<file path="src/rtl/grid_period_rms_meter_top_macros.svh">
// Assertion macros for the grid period RMS meter.
// Used by the top level; the including module supplies clk and rst.
`ifndef GRID_PERIOD_RMS_METER_TOP_MACROS_SVH
`define GRID_PERIOD_RMS_METER_TOP_MACROS_SVH

// The consequent must hold in the same cycle as the antecedent.
`define GPRM_ASSERT_NOW(lbl, ante, cons) \
  lbl: assert property (@(posedge clk) disable iff (rst) (ante) |-> (cons)) \
    else $error("gprm check failed");

// The consequent must hold in the cycle after the antecedent.
`define GPRM_ASSERT_NEXT(lbl, ante, cons) \
  lbl: assert property (@(posedge clk) disable iff (rst) (ante) |=> (cons)) \
    else $error("gprm check failed");

`endif

</file>
<file path="src/rtl/gprm_pkg.sv">
// Shared types, constants and helper functions of the grid period RMS meter.
// No dependencies; used by the channel interface users and all modules.
`timescale 1ns / 1ps

package gprm_pkg;

  localparam int COUNTER_WIDTH_DEF = 16;
  localparam int RECIP_W = 21;
  localparam int RAD_W = 42;

  localparam logic [7:0] AVG_PERIODS_RST = 8'd25;

  localparam logic [7:0] REG_FREQ_COEFF = 8'd0;
  localparam logic [7:0] REG_AVG_PERIODS = 8'd1;

  localparam logic signed [32:0] W_02 = 33'sd209715;
  localparam logic signed [32:0] W_08 = 33'sd838860;
  localparam logic signed [32:0] W_04 = 33'sd419430;
  localparam logic signed [32:0] W_06 = 33'sd629145;
  localparam logic signed [32:0] W_07 = 33'sd734003;
  localparam logic signed [32:0] W_03 = 33'sd314572;

  typedef struct packed {
    logic signed [31:0] grid_voltage;
    logic signed [31:0] out_voltage;
    logic signed [31:0] pll_phase_step;
    logic               zero_cross;
  } in_word_t;

  typedef struct packed {
    logic [30:0]        grid_rms;
    logic [30:0]        out_rms;
    logic signed [31:0] grid_freq;
    logic signed [31:0] grid_mean;
    logic signed [31:0] out_mean;
    logic [15:0]        period_samples;
    logic               averaging_on;
  } out_word_t;

  typedef struct packed {
    logic [7:0]  index;
    logic [31:0] value;
  } cfg_word_t;

  typedef struct packed {
    logic start;
    logic is_sqrt;
  } iter_req_t;

  typedef struct packed {
    logic busy;
    logic done;
  } iter_stat_t;

  function automatic logic signed [31:0] sat32(input logic signed [66:0] x);
    logic signed [31:0] r;
    if (x > 67'sd2147483647) begin
      r = 32'sh7FFFFFFF;
    end else if (x < -67'sd2147483648) begin
      r = 32'sh80000000;
    end else begin
      r = x[31:0];
    end
    return r;
  endfunction

  function automatic logic signed [31:0] add_sat(input logic signed [31:0] a,
                                                 input logic signed [31:0] b);
    logic signed [66:0] s;
    s = 67'(a) + 67'(b);
    return sat32(s);
  endfunction

endpackage

</file>
<file path="src/rtl/gprm_chan_if.sv">
// Valid/ready channel carrying one word of a chosen payload type.
// Depends on nothing; payload types come from gprm_pkg at instantiation.
`timescale 1ns / 1ps

interface gprm_chan_if #(parameter type word_t = logic) ();
  logic  valid;
  logic  ready;
  word_t data;

  modport source(output valid, output data, input ready);
  modport sink(input valid, input data, output ready);
endinterface

</file>
<file path="src/rtl/gprm_iter.sv">
// Shared bit-serial unit: restoring divide of 2^20 by the sample count,
// or integer square root, one result bit per cycle. Uses gprm_pkg.
`timescale 1ns / 1ps

module gprm_iter #(
  parameter int CW = gprm_pkg::COUNTER_WIDTH_DEF
) (
  input  logic                           clk,
  input  logic                           rst,
  input  gprm_pkg::iter_req_t            req,
  input  logic [CW-1:0]                  divisor,
  input  logic [gprm_pkg::RAD_W-1:0]     radicand,
  output gprm_pkg::iter_stat_t           stat,
  output logic [gprm_pkg::RECIP_W-1:0]   result
);
  import gprm_pkg::*;

  localparam int REM_W = 26;

  logic                busy;
  logic                done;
  logic                mode_sqrt;
  logic [4:0]          cnt;
  logic [RAD_W-1:0]    x;
  logic [REM_W-1:0]    rem;
  logic [RECIP_W-1:0]  q;
  logic [CW-1:0]       d;
  logic [REM_W-1:0]    shifted;
  logic [REM_W-1:0]    trial;
  logic [REM_W-1:0]    rem_next;
  logic [RECIP_W-1:0]  q_next;

  always_comb begin
    if (mode_sqrt) begin
      shifted = {rem[REM_W-3:0], x[RAD_W-1:RAD_W-2]};
      trial = REM_W'({q, 2'b01});
    end else begin
      shifted = {rem[REM_W-2:0], x[RAD_W-1]};
      trial = REM_W'(d);
    end
    if (shifted >= trial) begin
      rem_next = shifted - trial;
      q_next = {q[RECIP_W-2:0], 1'b1};
    end else begin
      rem_next = shifted;
      q_next = {q[RECIP_W-2:0], 1'b0};
    end
  end

  always_ff @(posedge clk) begin
    if (rst) begin
      busy <= 1'b0;
      done <= 1'b0;
    end else begin
      done <= 1'b0;
      if (req.start) begin
        busy <= 1'b1;
        cnt <= 5'(RECIP_W - 1);
        mode_sqrt <= req.is_sqrt;
        x <= req.is_sqrt ? radicand : {1'b1, {(RAD_W-1){1'b0}}};
        rem <= '0;
        q <= '0;
        d <= divisor;
      end else if (busy) begin
        rem <= rem_next;
        q <= q_next;
        x <= mode_sqrt ? {x[RAD_W-3:0], 2'b00} : {x[RAD_W-2:0], 1'b0};
        if (cnt == 5'd0) begin
          busy <= 1'b0;
          done <= 1'b1;
        end else begin
          cnt <= cnt - 5'd1;
        end
      end
    end
  end

  assign stat.busy = busy;
  assign stat.done = done;
  assign result = q;
endmodule

</file>
<file path="src/rtl/grid_period_rms_meter_top.sv">
// Top level of the grid period RMS meter: sequencer, shared multiplier,
// accumulators and filters. Uses gprm_pkg, gprm_chan_if and gprm_iter.
`timescale 1ns / 1ps

// One word is one sample of grid and output voltage with its PLL phase step.
// An ordinary sample passes ST_IDLE, ST_MUL_O, ST_MUL_F and ST_ACC. A sample
// that closes a grid period also takes a reciprocal of the count and one
// square root per RMS value, all through one bit-serial unit, and three
// passes of the one shared 33x33 multiplier per filtered value (the means
// too during start-up averaging). A square root is skipped when the mean
// square is not positive. The input is not ready meanwhile. A finished result
// waits in an output register, and the next sample is taken while it waits;
// the closing step of a later period waits for that result to leave.

module grid_period_rms_meter_top #(
  parameter int COUNTER_WIDTH = gprm_pkg::COUNTER_WIDTH_DEF
) (
  input logic         clk,
  input logic         rst,
  gprm_chan_if.sink   in_ch,
  gprm_chan_if.sink   cfg,
  gprm_chan_if.source out_ch
);
  import gprm_pkg::*;

  `include "grid_period_rms_meter_top_macros.svh"

  typedef enum logic [13:0] {
    ST_IDLE     = 14'b00000000000001,
    ST_MUL_O    = 14'b00000000000010,
    ST_MUL_F    = 14'b00000000000100,
    ST_ACC      = 14'b00000000001000,
    ST_DIV_GO   = 14'b00000000010000,
    ST_DIV_WAIT = 14'b00000000100000,
    ST_SCALE    = 14'b00000001000000,
    ST_NORM     = 14'b00000010000000,
    ST_SQ_GO    = 14'b00000100000000,
    ST_SQ_WAIT  = 14'b00001000000000,
    ST_OLD      = 14'b00010000000000,
    ST_NEW      = 14'b00100000000000,
    ST_SUM      = 14'b01000000000000,
    ST_FIN      = 14'b10000000000000
  } state_t;

  state_t state;

  logic [30:0]              freq_coeff;
  logic [7:0]               avg_periods;
  logic signed [31:0]       vo;
  logic signed [31:0]       step;
  logic                     zc;
  logic signed [31:0]       grid_square_sum;
  logic signed [31:0]       out_square_sum;
  logic signed [31:0]       freq_sum;
  logic signed [31:0]       grid_signal_sum;
  logic signed [31:0]       out_signal_sum;
  logic [COUNTER_WIDTH-1:0] sample_counter;
  logic signed [31:0]       fv [5];
  logic                     averaging_flag;
  logic [7:0]               avg_count;
  logic [7:0]               avg_count_next;
  logic [RECIP_W-1:0]       recip;
  logic [2:0]               job;
  logic signed [31:0]       nv;
  logic signed [32:0]       part;
  logic signed [32:0]       mul_a;
  logic signed [32:0]       mul_b;
  logic signed [65:0]       prod;
  logic signed [31:0]       norm_val;
  logic signed [31:0]       fr_val;
  logic                     out_valid;
  out_word_t                out_word;
  logic                     fin_go;
  logic                     flag_next;

  iter_req_t          it_req;
  iter_stat_t         it_stat;
  logic [RECIP_W-1:0] it_result;

  gprm_iter #(.CW(COUNTER_WIDTH)) u_iter (
    .clk      (clk),
    .rst      (rst),
    .req      (it_req),
    .divisor  (sample_counter),
    .radicand ({1'b0, nv[30:0], 10'b0}),
    .stat     (it_stat),
    .result   (it_result)
  );

  assign it_req.start = (state == ST_DIV_GO) || (state == ST_SQ_GO);
  assign it_req.is_sqrt = (state == ST_SQ_GO);

  assign cfg.ready = 1'b1;
  assign in_ch.ready = (state == ST_IDLE);
  assign out_ch.valid = out_valid;
  assign out_ch.data = out_word;

  always_comb begin
    mul_a = {in_ch.data.grid_voltage[31], in_ch.data.grid_voltage};
    mul_b = {in_ch.data.grid_voltage[31], in_ch.data.grid_voltage};
    unique case (state)
      ST_MUL_O: begin
        mul_a = {vo[31], vo};
        mul_b = {vo[31], vo};
      end
      ST_MUL_F: begin
        mul_a = {2'b00, freq_coeff};
        mul_b = {step[31], step};
      end
      ST_SCALE: begin
        mul_b = {12'b0, recip};
        case (job)
          3'd0: mul_a = {grid_signal_sum[31], grid_signal_sum};
          3'd1: mul_a = {out_signal_sum[31], out_signal_sum};
          3'd2: mul_a = {grid_square_sum[31], grid_square_sum};
          3'd3: mul_a = {out_square_sum[31], out_square_sum};
          default: mul_a = {freq_sum[31], freq_sum};
        endcase
      end
      ST_OLD: begin
        mul_a = {fv[job][31], fv[job]};
        case (job)
          3'd0, 3'd1: mul_b = W_07;
          3'd2, 3'd3: mul_b = W_02;
          default: mul_b = W_04;
        endcase
      end
      ST_NEW: begin
        mul_a = {nv[31], nv};
        case (job)
          3'd0, 3'd1: mul_b = W_03;
          3'd2, 3'd3: mul_b = W_08;
          default: mul_b = W_06;
        endcase
      end
      default: begin
      end
    endcase
  end

  always_comb begin
    case (job)
      3'd0, 3'd1: norm_val = sat32(67'(prod >>> 20));
      3'd2, 3'd3: norm_val = sat32(67'(prod >>> 12));
      default: norm_val = sat32(67'(prod >>> 10));
    endcase
  end

  assign fr_val = sat32(67'(prod >>> 25));
  assign fin_go = !out_valid || out_ch.ready;
  assign avg_count_next = avg_count + 8'd1;
  assign flag_next = averaging_flag && (avg_count_next != avg_periods);

  always_ff @(posedge clk) begin
    prod <= mul_a * mul_b;
  end

  always_ff @(posedge clk) begin
    if (rst) begin
      freq_coeff <= '0;
      avg_periods <= AVG_PERIODS_RST;
    end else if (cfg.valid) begin
      if (cfg.data.index == REG_FREQ_COEFF) begin
        freq_coeff <= cfg.data.value[30:0];
      end else if (cfg.data.index == REG_AVG_PERIODS) begin
        avg_periods <= cfg.data.value[7:0];
      end
    end
  end

  always_ff @(posedge clk) begin
    if (rst) begin
      state <= ST_IDLE;
      grid_square_sum <= '0;
      out_square_sum <= '0;
      freq_sum <= '0;
      grid_signal_sum <= '0;
      out_signal_sum <= '0;
      sample_counter <= '0;
      for (int i = 0; i < 5; i++) begin
        fv[i] <= '0;
      end
      averaging_flag <= 1'b1;
      avg_count <= '0;
      out_valid <= 1'b0;
    end else begin
      if (out_valid && out_ch.ready && state != ST_FIN) begin
        out_valid <= 1'b0;
      end
      unique case (state)
        ST_IDLE: begin
          if (in_ch.valid) begin
            vo <= in_ch.data.out_voltage;
            step <= in_ch.data.pll_phase_step;
            zc <= in_ch.data.zero_cross;
            if (averaging_flag) begin
              grid_signal_sum <= add_sat(grid_signal_sum, in_ch.data.grid_voltage);
              out_signal_sum <= add_sat(out_signal_sum, in_ch.data.out_voltage);
            end
            state <= ST_MUL_O;
          end
        end
        ST_MUL_O: begin
          grid_square_sum <= add_sat(grid_square_sum, 32'(prod >>> 38));
          state <= ST_MUL_F;
        end
        ST_MUL_F: begin
          out_square_sum <= add_sat(out_square_sum, 32'(prod >>> 38));
          state <= ST_ACC;
        end
        ST_ACC: begin
          freq_sum <= add_sat(freq_sum, fr_val);
          if (sample_counter != {COUNTER_WIDTH{1'b1}}) begin
            sample_counter <= sample_counter + 1'b1;
          end
          state <= zc ? ST_DIV_GO : ST_IDLE;
        end
        ST_DIV_GO: begin
          state <= ST_DIV_WAIT;
        end
        ST_DIV_WAIT: begin
          if (it_stat.done) begin
            recip <= it_result;
            job <= averaging_flag ? 3'd0 : 3'd2;
            state <= ST_SCALE;
          end
        end
        ST_SCALE: begin
          state <= ST_NORM;
        end
        ST_NORM: begin
          if ((job == 3'd2 || job == 3'd3) && norm_val <= 32'sd0) begin
            nv <= '0;
            state <= ST_OLD;
          end else begin
            nv <= norm_val;
            state <= (job == 3'd2 || job == 3'd3) ? ST_SQ_GO : ST_OLD;
          end
        end
        ST_SQ_GO: begin
          state <= ST_SQ_WAIT;
        end
        ST_SQ_WAIT: begin
          if (it_stat.done) begin
            nv <= {1'b0, it_result, 10'b0};
            state <= ST_OLD;
          end
        end
        ST_OLD: begin
          state <= ST_NEW;
        end
        ST_NEW: begin
          part <= 33'(prod >>> 20);
          state <= ST_SUM;
        end
        ST_SUM: begin
          fv[job] <= sat32(67'(part) + 67'(prod >>> 20));
          if (job == 3'd4) begin
            state <= ST_FIN;
          end else begin
            job <= job + 3'd1;
            state <= ST_SCALE;
          end
        end
        ST_FIN: begin
          if (fin_go) begin
            if (averaging_flag) begin
              grid_signal_sum <= '0;
              out_signal_sum <= '0;
              averaging_flag <= flag_next;
              avg_count <= flag_next ? avg_count_next : 8'd0;
            end
            grid_square_sum <= '0;
            out_square_sum <= '0;
            freq_sum <= '0;
            sample_counter <= '0;
            out_word.grid_rms <= fv[2][30:0];
            out_word.out_rms <= fv[3][30:0];
            out_word.grid_freq <= fv[4];
            out_word.grid_mean <= fv[0];
            out_word.out_mean <= fv[1];
            out_word.period_samples <= 16'(sample_counter);
            out_word.averaging_on <= flag_next;
            out_valid <= 1'b1;
            state <= ST_IDLE;
          end
        end
        default: begin
          state <= ST_IDLE;
        end
      endcase
    end
  end

  `GPRM_ASSERT_NOW(a_done_awaited, it_stat.done, state == ST_DIV_WAIT || state == ST_SQ_WAIT)
  `GPRM_ASSERT_NOW(a_start_idle, it_req.start, !it_stat.busy)
  `GPRM_ASSERT_NOW(a_count_nonzero, state == ST_DIV_GO || state == ST_FIN, sample_counter != '0)
  `GPRM_ASSERT_NOW(a_avg_ended, !averaging_flag, avg_count == 8'd0)
  `GPRM_ASSERT_NEXT(a_accept_start, in_ch.valid && in_ch.ready, state == ST_MUL_O)
endmodule

</file>
<file path="src/flat_wrapper.sv">
// flat-port wrapper written by rule: the top's interface ports become plain ports
module grid_period_rms_meter_top_flat import gprm_pkg::*;
#(
  parameter int COUNTER_WIDTH = gprm_pkg::COUNTER_WIDTH_DEF
)
  (clk, rst, in_ch_valid, in_ch_data, in_ch_ready, cfg_valid, cfg_data, cfg_ready, out_ch_valid, out_ch_data, out_ch_ready);
  gprm_chan_if #(.word_t(in_word_t)) in_ch_i ();
  gprm_chan_if #(.word_t(cfg_word_t)) cfg_i ();
  gprm_chan_if #(.word_t(out_word_t)) out_ch_i ();
  input logic clk;
  input logic rst;
  input wire logic [$bits(in_ch_i.valid)-1:0] in_ch_valid;
  input wire logic [$bits(in_ch_i.data)-1:0] in_ch_data;
  output wire logic [$bits(in_ch_i.ready)-1:0] in_ch_ready;
  input wire logic [$bits(cfg_i.valid)-1:0] cfg_valid;
  input wire logic [$bits(cfg_i.data)-1:0] cfg_data;
  output wire logic [$bits(cfg_i.ready)-1:0] cfg_ready;
  output wire logic [$bits(out_ch_i.valid)-1:0] out_ch_valid;
  output wire logic [$bits(out_ch_i.data)-1:0] out_ch_data;
  input wire logic [$bits(out_ch_i.ready)-1:0] out_ch_ready;
  assign in_ch_i.valid = in_ch_valid;
  assign in_ch_i.data = in_ch_data;
  assign in_ch_ready = in_ch_i.ready;
  assign cfg_i.valid = cfg_valid;
  assign cfg_i.data = cfg_data;
  assign cfg_ready = cfg_i.ready;
  assign out_ch_valid = out_ch_i.valid;
  assign out_ch_data = out_ch_i.data;
  assign out_ch_i.ready = out_ch_ready;
  grid_period_rms_meter_top #(.COUNTER_WIDTH(COUNTER_WIDTH)) u_core (.clk(clk), .rst(rst), .in_ch(in_ch_i), .cfg(cfg_i), .out_ch(out_ch_i));
endmodule
</file>
<file path="config.mk">
export PLATFORM = sky130hd
export DESIGN_NAME = grid_period_rms_meter_top_flat
export DESIGN_NICKNAME = d
export VERILOG_FILES = /design/src/rtl/gprm_pkg.sv /design/src/rtl/gprm_chan_if.sv /design/src/rtl/gprm_iter.sv /design/src/rtl/grid_period_rms_meter_top.sv /design/src/flat_wrapper.sv
export VERILOG_INCLUDE_DIRS = /design/src /design/src/rtl
export SDC_FILE = /design/constraint.sdc
export NUM_CORES = 2
export LEC_CHECK = 0
export ABC_AREA = 1
export BUFFER_PORTS_ARGS = -buffer_cell sky130_fd_sc_hd__buf_2
export CAP_MARGIN = 20
export CORE_ASPECT_RATIO = 1.25
export CORE_MARGIN = 2
export CORE_UTILIZATION = 45
export CTS_CLUSTER_SIZE = 16
export DETAILED_ROUTE_END_ITERATION = 12
export GPL_TIMING_DRIVEN = 1
export PLACE_DENSITY_LB_ADDON = 0.1
export SLEW_MARGIN = 20
export SYNTH_ARGS = -nofsm -noshare
export SYNTH_HDL_FRONTEND = slang
export SYNTH_HIERARCHICAL = 1
export SYNTH_SLANG_ARGS = --single-unit
</file>
<file path="constraint.sdc">
create_clock -name clk -period 18.9 [get_ports clk]
set_input_delay 3.78 -clock clk [delete_from_list [all_inputs] [get_ports clk]]
set_output_delay 3.78 -clock clk [all_outputs]
set_load 0.005 [all_outputs]
</file>
---- Yosys cells after proc, flatten, opt, wreduce, memory -nomap -nowiden ----
Memories as Yosys holds them, arrays and structs flattened. A register that Yosys moved wholly into a read port is not among the register bits.
Cells that the tools add are included.
operators by class
  order comparisons ....................... 22
  multiplexer cells ....................... 89
  equality and inequality tests ........... 31
  multipliers ............................. 1
  bitwise operators ....................... 3
  reduce and logical (&&, ||, !) cells .... 41
  $add $sub $neg .......................... 11
operator list
  cell                    count
  $mux W32                32
  $pmux W32 S2            7
  $gt A67 B32 Y1 const B  6
  $lt A67 B32 Y1 const B  6
  $pmux W33 S5            2
  $pmux W14 S14           1
  $mux W42                4
  $pmux W33 S4            1
  $add A32 B32 Y33        3
  $mux W14                6
  $pmux W20 S2            2
  $add A32 B28 Y33        2
  $mul A33 B33 Y66        1
  $gt A56 B32 Y1 const B  1
  $lt A56 B32 Y1 const B  1
  $gt A54 B32 Y1 const B  1
  $lt A54 B32 Y1 const B  1
  $mux W25                2
  $add A33 B46 Y47        1
  $gt A46 B32 Y1 const B  1
  $lt A46 B32 Y1 const B  1
  $gt A41 B32 Y1 const B  1
  $lt A41 B32 Y1 const B  1
  $le A32 B1 Y1 const B   1
  other kinds (56)        113
storage, ports and cells
  memories kept ........................... 1
  RAM bits ................................ 160
  word-level logic and storage cells ...... 229
  bits in registers ....................... 588
  output and inout port bits .............. 178
memories
  memory     words  bits a word  read ports  clocked after memory_dff  write ports  RTL line                         RTL
  u_core.fv  5      32           6           6                         5            grid_period_rms_meter_top.sv:58  logic signed [31:0] fv [5];

---- Logic depth before layout (Yosys ltp) ----
  depth in word-level cells ............... 8
  depth in mapped cells ................... 46
  depth with buffers taken out ............ 44

---- By module ----
The synthesis kept the hierarchy.
modules (own cells, without submodules)
  module                     seq. area each (µm²)  cells an instance  times used  area an instance (µm²)
  grid_period_rms_meter_top  23532.6               10497              1           87508.9
  gprm_iter                  3343.2                1030               1           7701.1

---- Worst setup path before layout ----
OpenSTA, ideal clock, no wires.
  kind .................................... input port to flip-flop
  start ................................... in rst
  end ..................................... reg u_core.out_word (netlist bit u_core/out_ch.data[0]) (enable)
  required time ........................... 18187 ps
  arrival ................................. 11637 ps
  library setup time ...................... 713 ps
  stages on the path ...................... 4
  slack ................................... 6550 ps
  cells stage by stage .................... clkbuf_1 clkbuf_1 clkbuf_1 nor2_1
on the way
  word-level cells in the longest chain between the ends .. 2
RTL lines
  item                         RTL line                         RTL
  start, declared              flat_wrapper.sv:11               input logic rst;
  $not A1 Y1 (no line)         n/a
  $reduce_and A3 Y1 (no line)  n/a
  end, declared                grid_period_rms_meter_top.sv:72  out_word_t out_word;
Every way passes these cells.
A chain may end at the register's enable or synchronous reset.

---- Worst setup path in the final report ----
  start ................................... reg u_core.job[1]
  end ..................................... reg u_core.prod[64]
on the way
  word-level cells in the longest chain between the ends .. 5
  elaborated cells between the ends (all ways) .. 12
RTL lines
  item                                    RTL line                                                                                              RTL
  start, declared                         grid_period_rms_meter_top.sv:63                                                                       logic [2:0] job;
  start signal, assigned                  grid_period_rms_meter_top.sv:224                                                                      job <= averaging_flag ? 3'd0 : 3'd2;
  start signal, assigned                  grid_period_rms_meter_top.sv:261                                                                      job <= job + 3'd1;
  $eq A3 B2 Y1 (tied with other cells)    grid_period_rms_meter_top.sv:112, grid_period_rms_meter_top.sv:122, grid_period_rms_meter_top.sv:130
  $reduce_or A2 Y1                        n/a
  $pmux W20 S2, on equally long branches  grid_period_rms_meter_top.sv:130, grid_period_rms_meter_top.sv:122
  $pmux W33 S5                            grid_period_rms_meter_top.sv:101                                                                      unique case (state)
  $mul A33 B33 Y66 (*)                    grid_period_rms_meter_top.sv:155                                                                      prod <= mul_a * mul_b;
  end signal, assigned                    grid_period_rms_meter_top.sv:155
  end, declared                           grid_period_rms_meter_top.sv:68                                                                       logic signed [65:0] prod;
Mark *: on every way between the ends. The rest lies on a longest branch, timed or not.

==> results_dict.tcl <==
set metrics [dict create \
    grt_pass1_wl_um 556500 \
    cts.sinks 995 \
    start_util 0.4532 \
    worstHoldPathType "reg2reg" \
    numCtsBuffers 111 \
    clock-root-buffer "clkbuf_16" \
    ff2ff_setup_slack_ns 6.09 \
    place.gp.congestion 1.017 \
    final_nets 13400 \
    cts_hold_buffers 0 \
    post-place-ws_ns 5.640 \
    antenna_found_initial 19 \
    io_pins 320 \
    finalSetupViolCount 0 \
    die_area_um2 215300 \
    tritoncts "built" \
    synthCells 11530 \
    wl_per_cell_um 26.57 \
    finalSetupTns_ns 0 \
    worstMarginPinSlew_ns 1.277 \
    detail-route-antenna-nets 0 \
    clockBufferDepth 3 \
    syn_to_final_growth_pct 8.803 \
    layout_setup_ws_ns 6.095 \
    path_common_cell "fa_1" \
    final_util 0.4931 \
    core_area_um2 210100 \
    max-cap-violations 0 \
    outcome "completed" \
    required_ns 19.52 \
    worst_hold_path.num_cells 0 \
    cp.arrival_ns 13.42 \
    drt_pass1_iterations 6 \
    cts_max_level 3 \
    cts_setup_buffers 0 \
    min_period_ns 12.81 \
    drv_slew 0 \
    fmax_mhz 78.09 \
    drc 0 \
    synth.avg_cell_area_um2 8.260 \
    grt_pass1_vias 80920 \
    die_w_um 415.4 \
    hpwlAfterDp_um 310300 \
    ff2ff_path_depth 34 \
    portBuffers 317 \
    drtIter0Drc 7598 \
    num_vias 82140 \
    cp_max_fo 30 \
    worstHoldStart "u_core/fv[4][15]" \
    grt_max_degree 103 \
    num_rows 188 \
    fin_crit_sh 0.6775 \
    overflow 0 \
    drive_above_1_share 0.08058 \
    clk_latency_ns 0.81 \
    cp-start-kind "register" \
    r2r_start "u_core/job[1]" \
    rr_endpoint "u_core/prod[64]" \
    fin_skew_ns 0.08826 \
    yosysWarnings 6 \
    cts_resized 0 \
    clk_pin_slew_ns 0.07 \
    via_per_inst 5.650 \
    holdPathEnd "u_core/out_ch.data[96]" \
    crit_type "reg2reg" \
    slowest_delay_ns 1.26 \
    grt_use_total 0.3537 \
    hold_viol 0 \
    slew_headroom 0.1449 \
    die_h_um 518.3 \
    endpoint_kind "register" \
    drt-total-wl_um 386300 \
    rsz0062_at_grt "no" \
    slowest_stage "fa_1" \
    netlist_area_um2 95200 \
]
-- cell type report --
class	instances	area, um^2
Fill cell	20750	106500
Multi-Input combinational cell	8135	59120
Sequential cell	995	26880
Inverter	1937	7277
Tap cell	2755	3447
Timing Repair Buffer	502	3010
Clock buffer	132	2948
Clock inverter	76	888.4
Antenna cell	6	15.01
-- stage by stage --
stage,area [um^2],instances,hold WS [ns]
after floorplan,95240,11540,0.4183
after global placement,99630,14320,0.4299
after detailed placement,99720,14320,0.4320
after CTS,103600,14530,0.4453
after global routing,103600,14530,0.4517
final,103600,14540,0.4457
-- state kept, by name, indices dropped and copies added, names as in the netlist, 3 cells and up, named ones only --
name                    cells
u_core/avg_count            8
u_core/avg_periods          8
u_core/freq_coeff          31
u_core/freq_sum            32
u_core/fv                 256
u_core/grid_signal_sum     32
u_core/grid_square_sum     32
u_core/job                  3
u_core/nv                  32
u_core/out_ch.data        175
u_core/out_signal_sum      32
u_core/out_square_sum      32
u_core/part                33
u_core/prod                56
u_core/recip               21
u_core/sample_counter      16
u_core/state               14
u_core/step                32
u_core/u_iter/cnt           5
u_core/u_iter/d            16
u_core/u_iter/rem          25
u_core/u_iter/result       21
u_core/u_iter/x            42
u_core/vo                  32
-- worst max-delay path: cells and delay by family, from the launching register on --
kind	cells	cell delay (ns)
flops	1	0.53
fa+ha+maj	10	6.12
buf+inv	9	1.98
simple gates	6	0.66
compound gates	9	3.21
-- layer usage --
metal	global-route usage	vias up	part of all wire
met5	0	-	0.00027
met4	0.1837	16	0.062
met3	0.05585	762	0.075
met2	0.5766	3504	0.47
met1	0.4542	41130	0.40
li1	-	36730	-
-- cell usage in the layout (no fill, tap or decap), types with 297 or more instances in the layout --
cell type and instances:
inv_1 1879, a21oi_1 706, o21ai_0 399, dfxtp_1 297, fa_1 1129, edfxtp_1 695
nand2_1 2433, buf_2 316, ha_1 448, nor2_1 1592
-- worst max path at each step --
stage | start | endpoint | cells past startpoint
6_report | u_core/job[1] | u_core/prod[64] | 34
5_1_grt | u_core/job[1] | u_core/prod[64] | 34
4_1_cts | u_core/job[1] | u_core/prod[64] | 34
3_5_place_dp | in_ch_data[96] | u_core/prod[64] | 26
3_3_place_gp | in_ch_data[96] | u_core/prod[64] | 27
2_1_floorplan | rst | u_core/out_ch.data[0] | 4
Power is not shown: default switching activity piles up to over one toggle a cycle in this logic, so the estimate is an artifact.
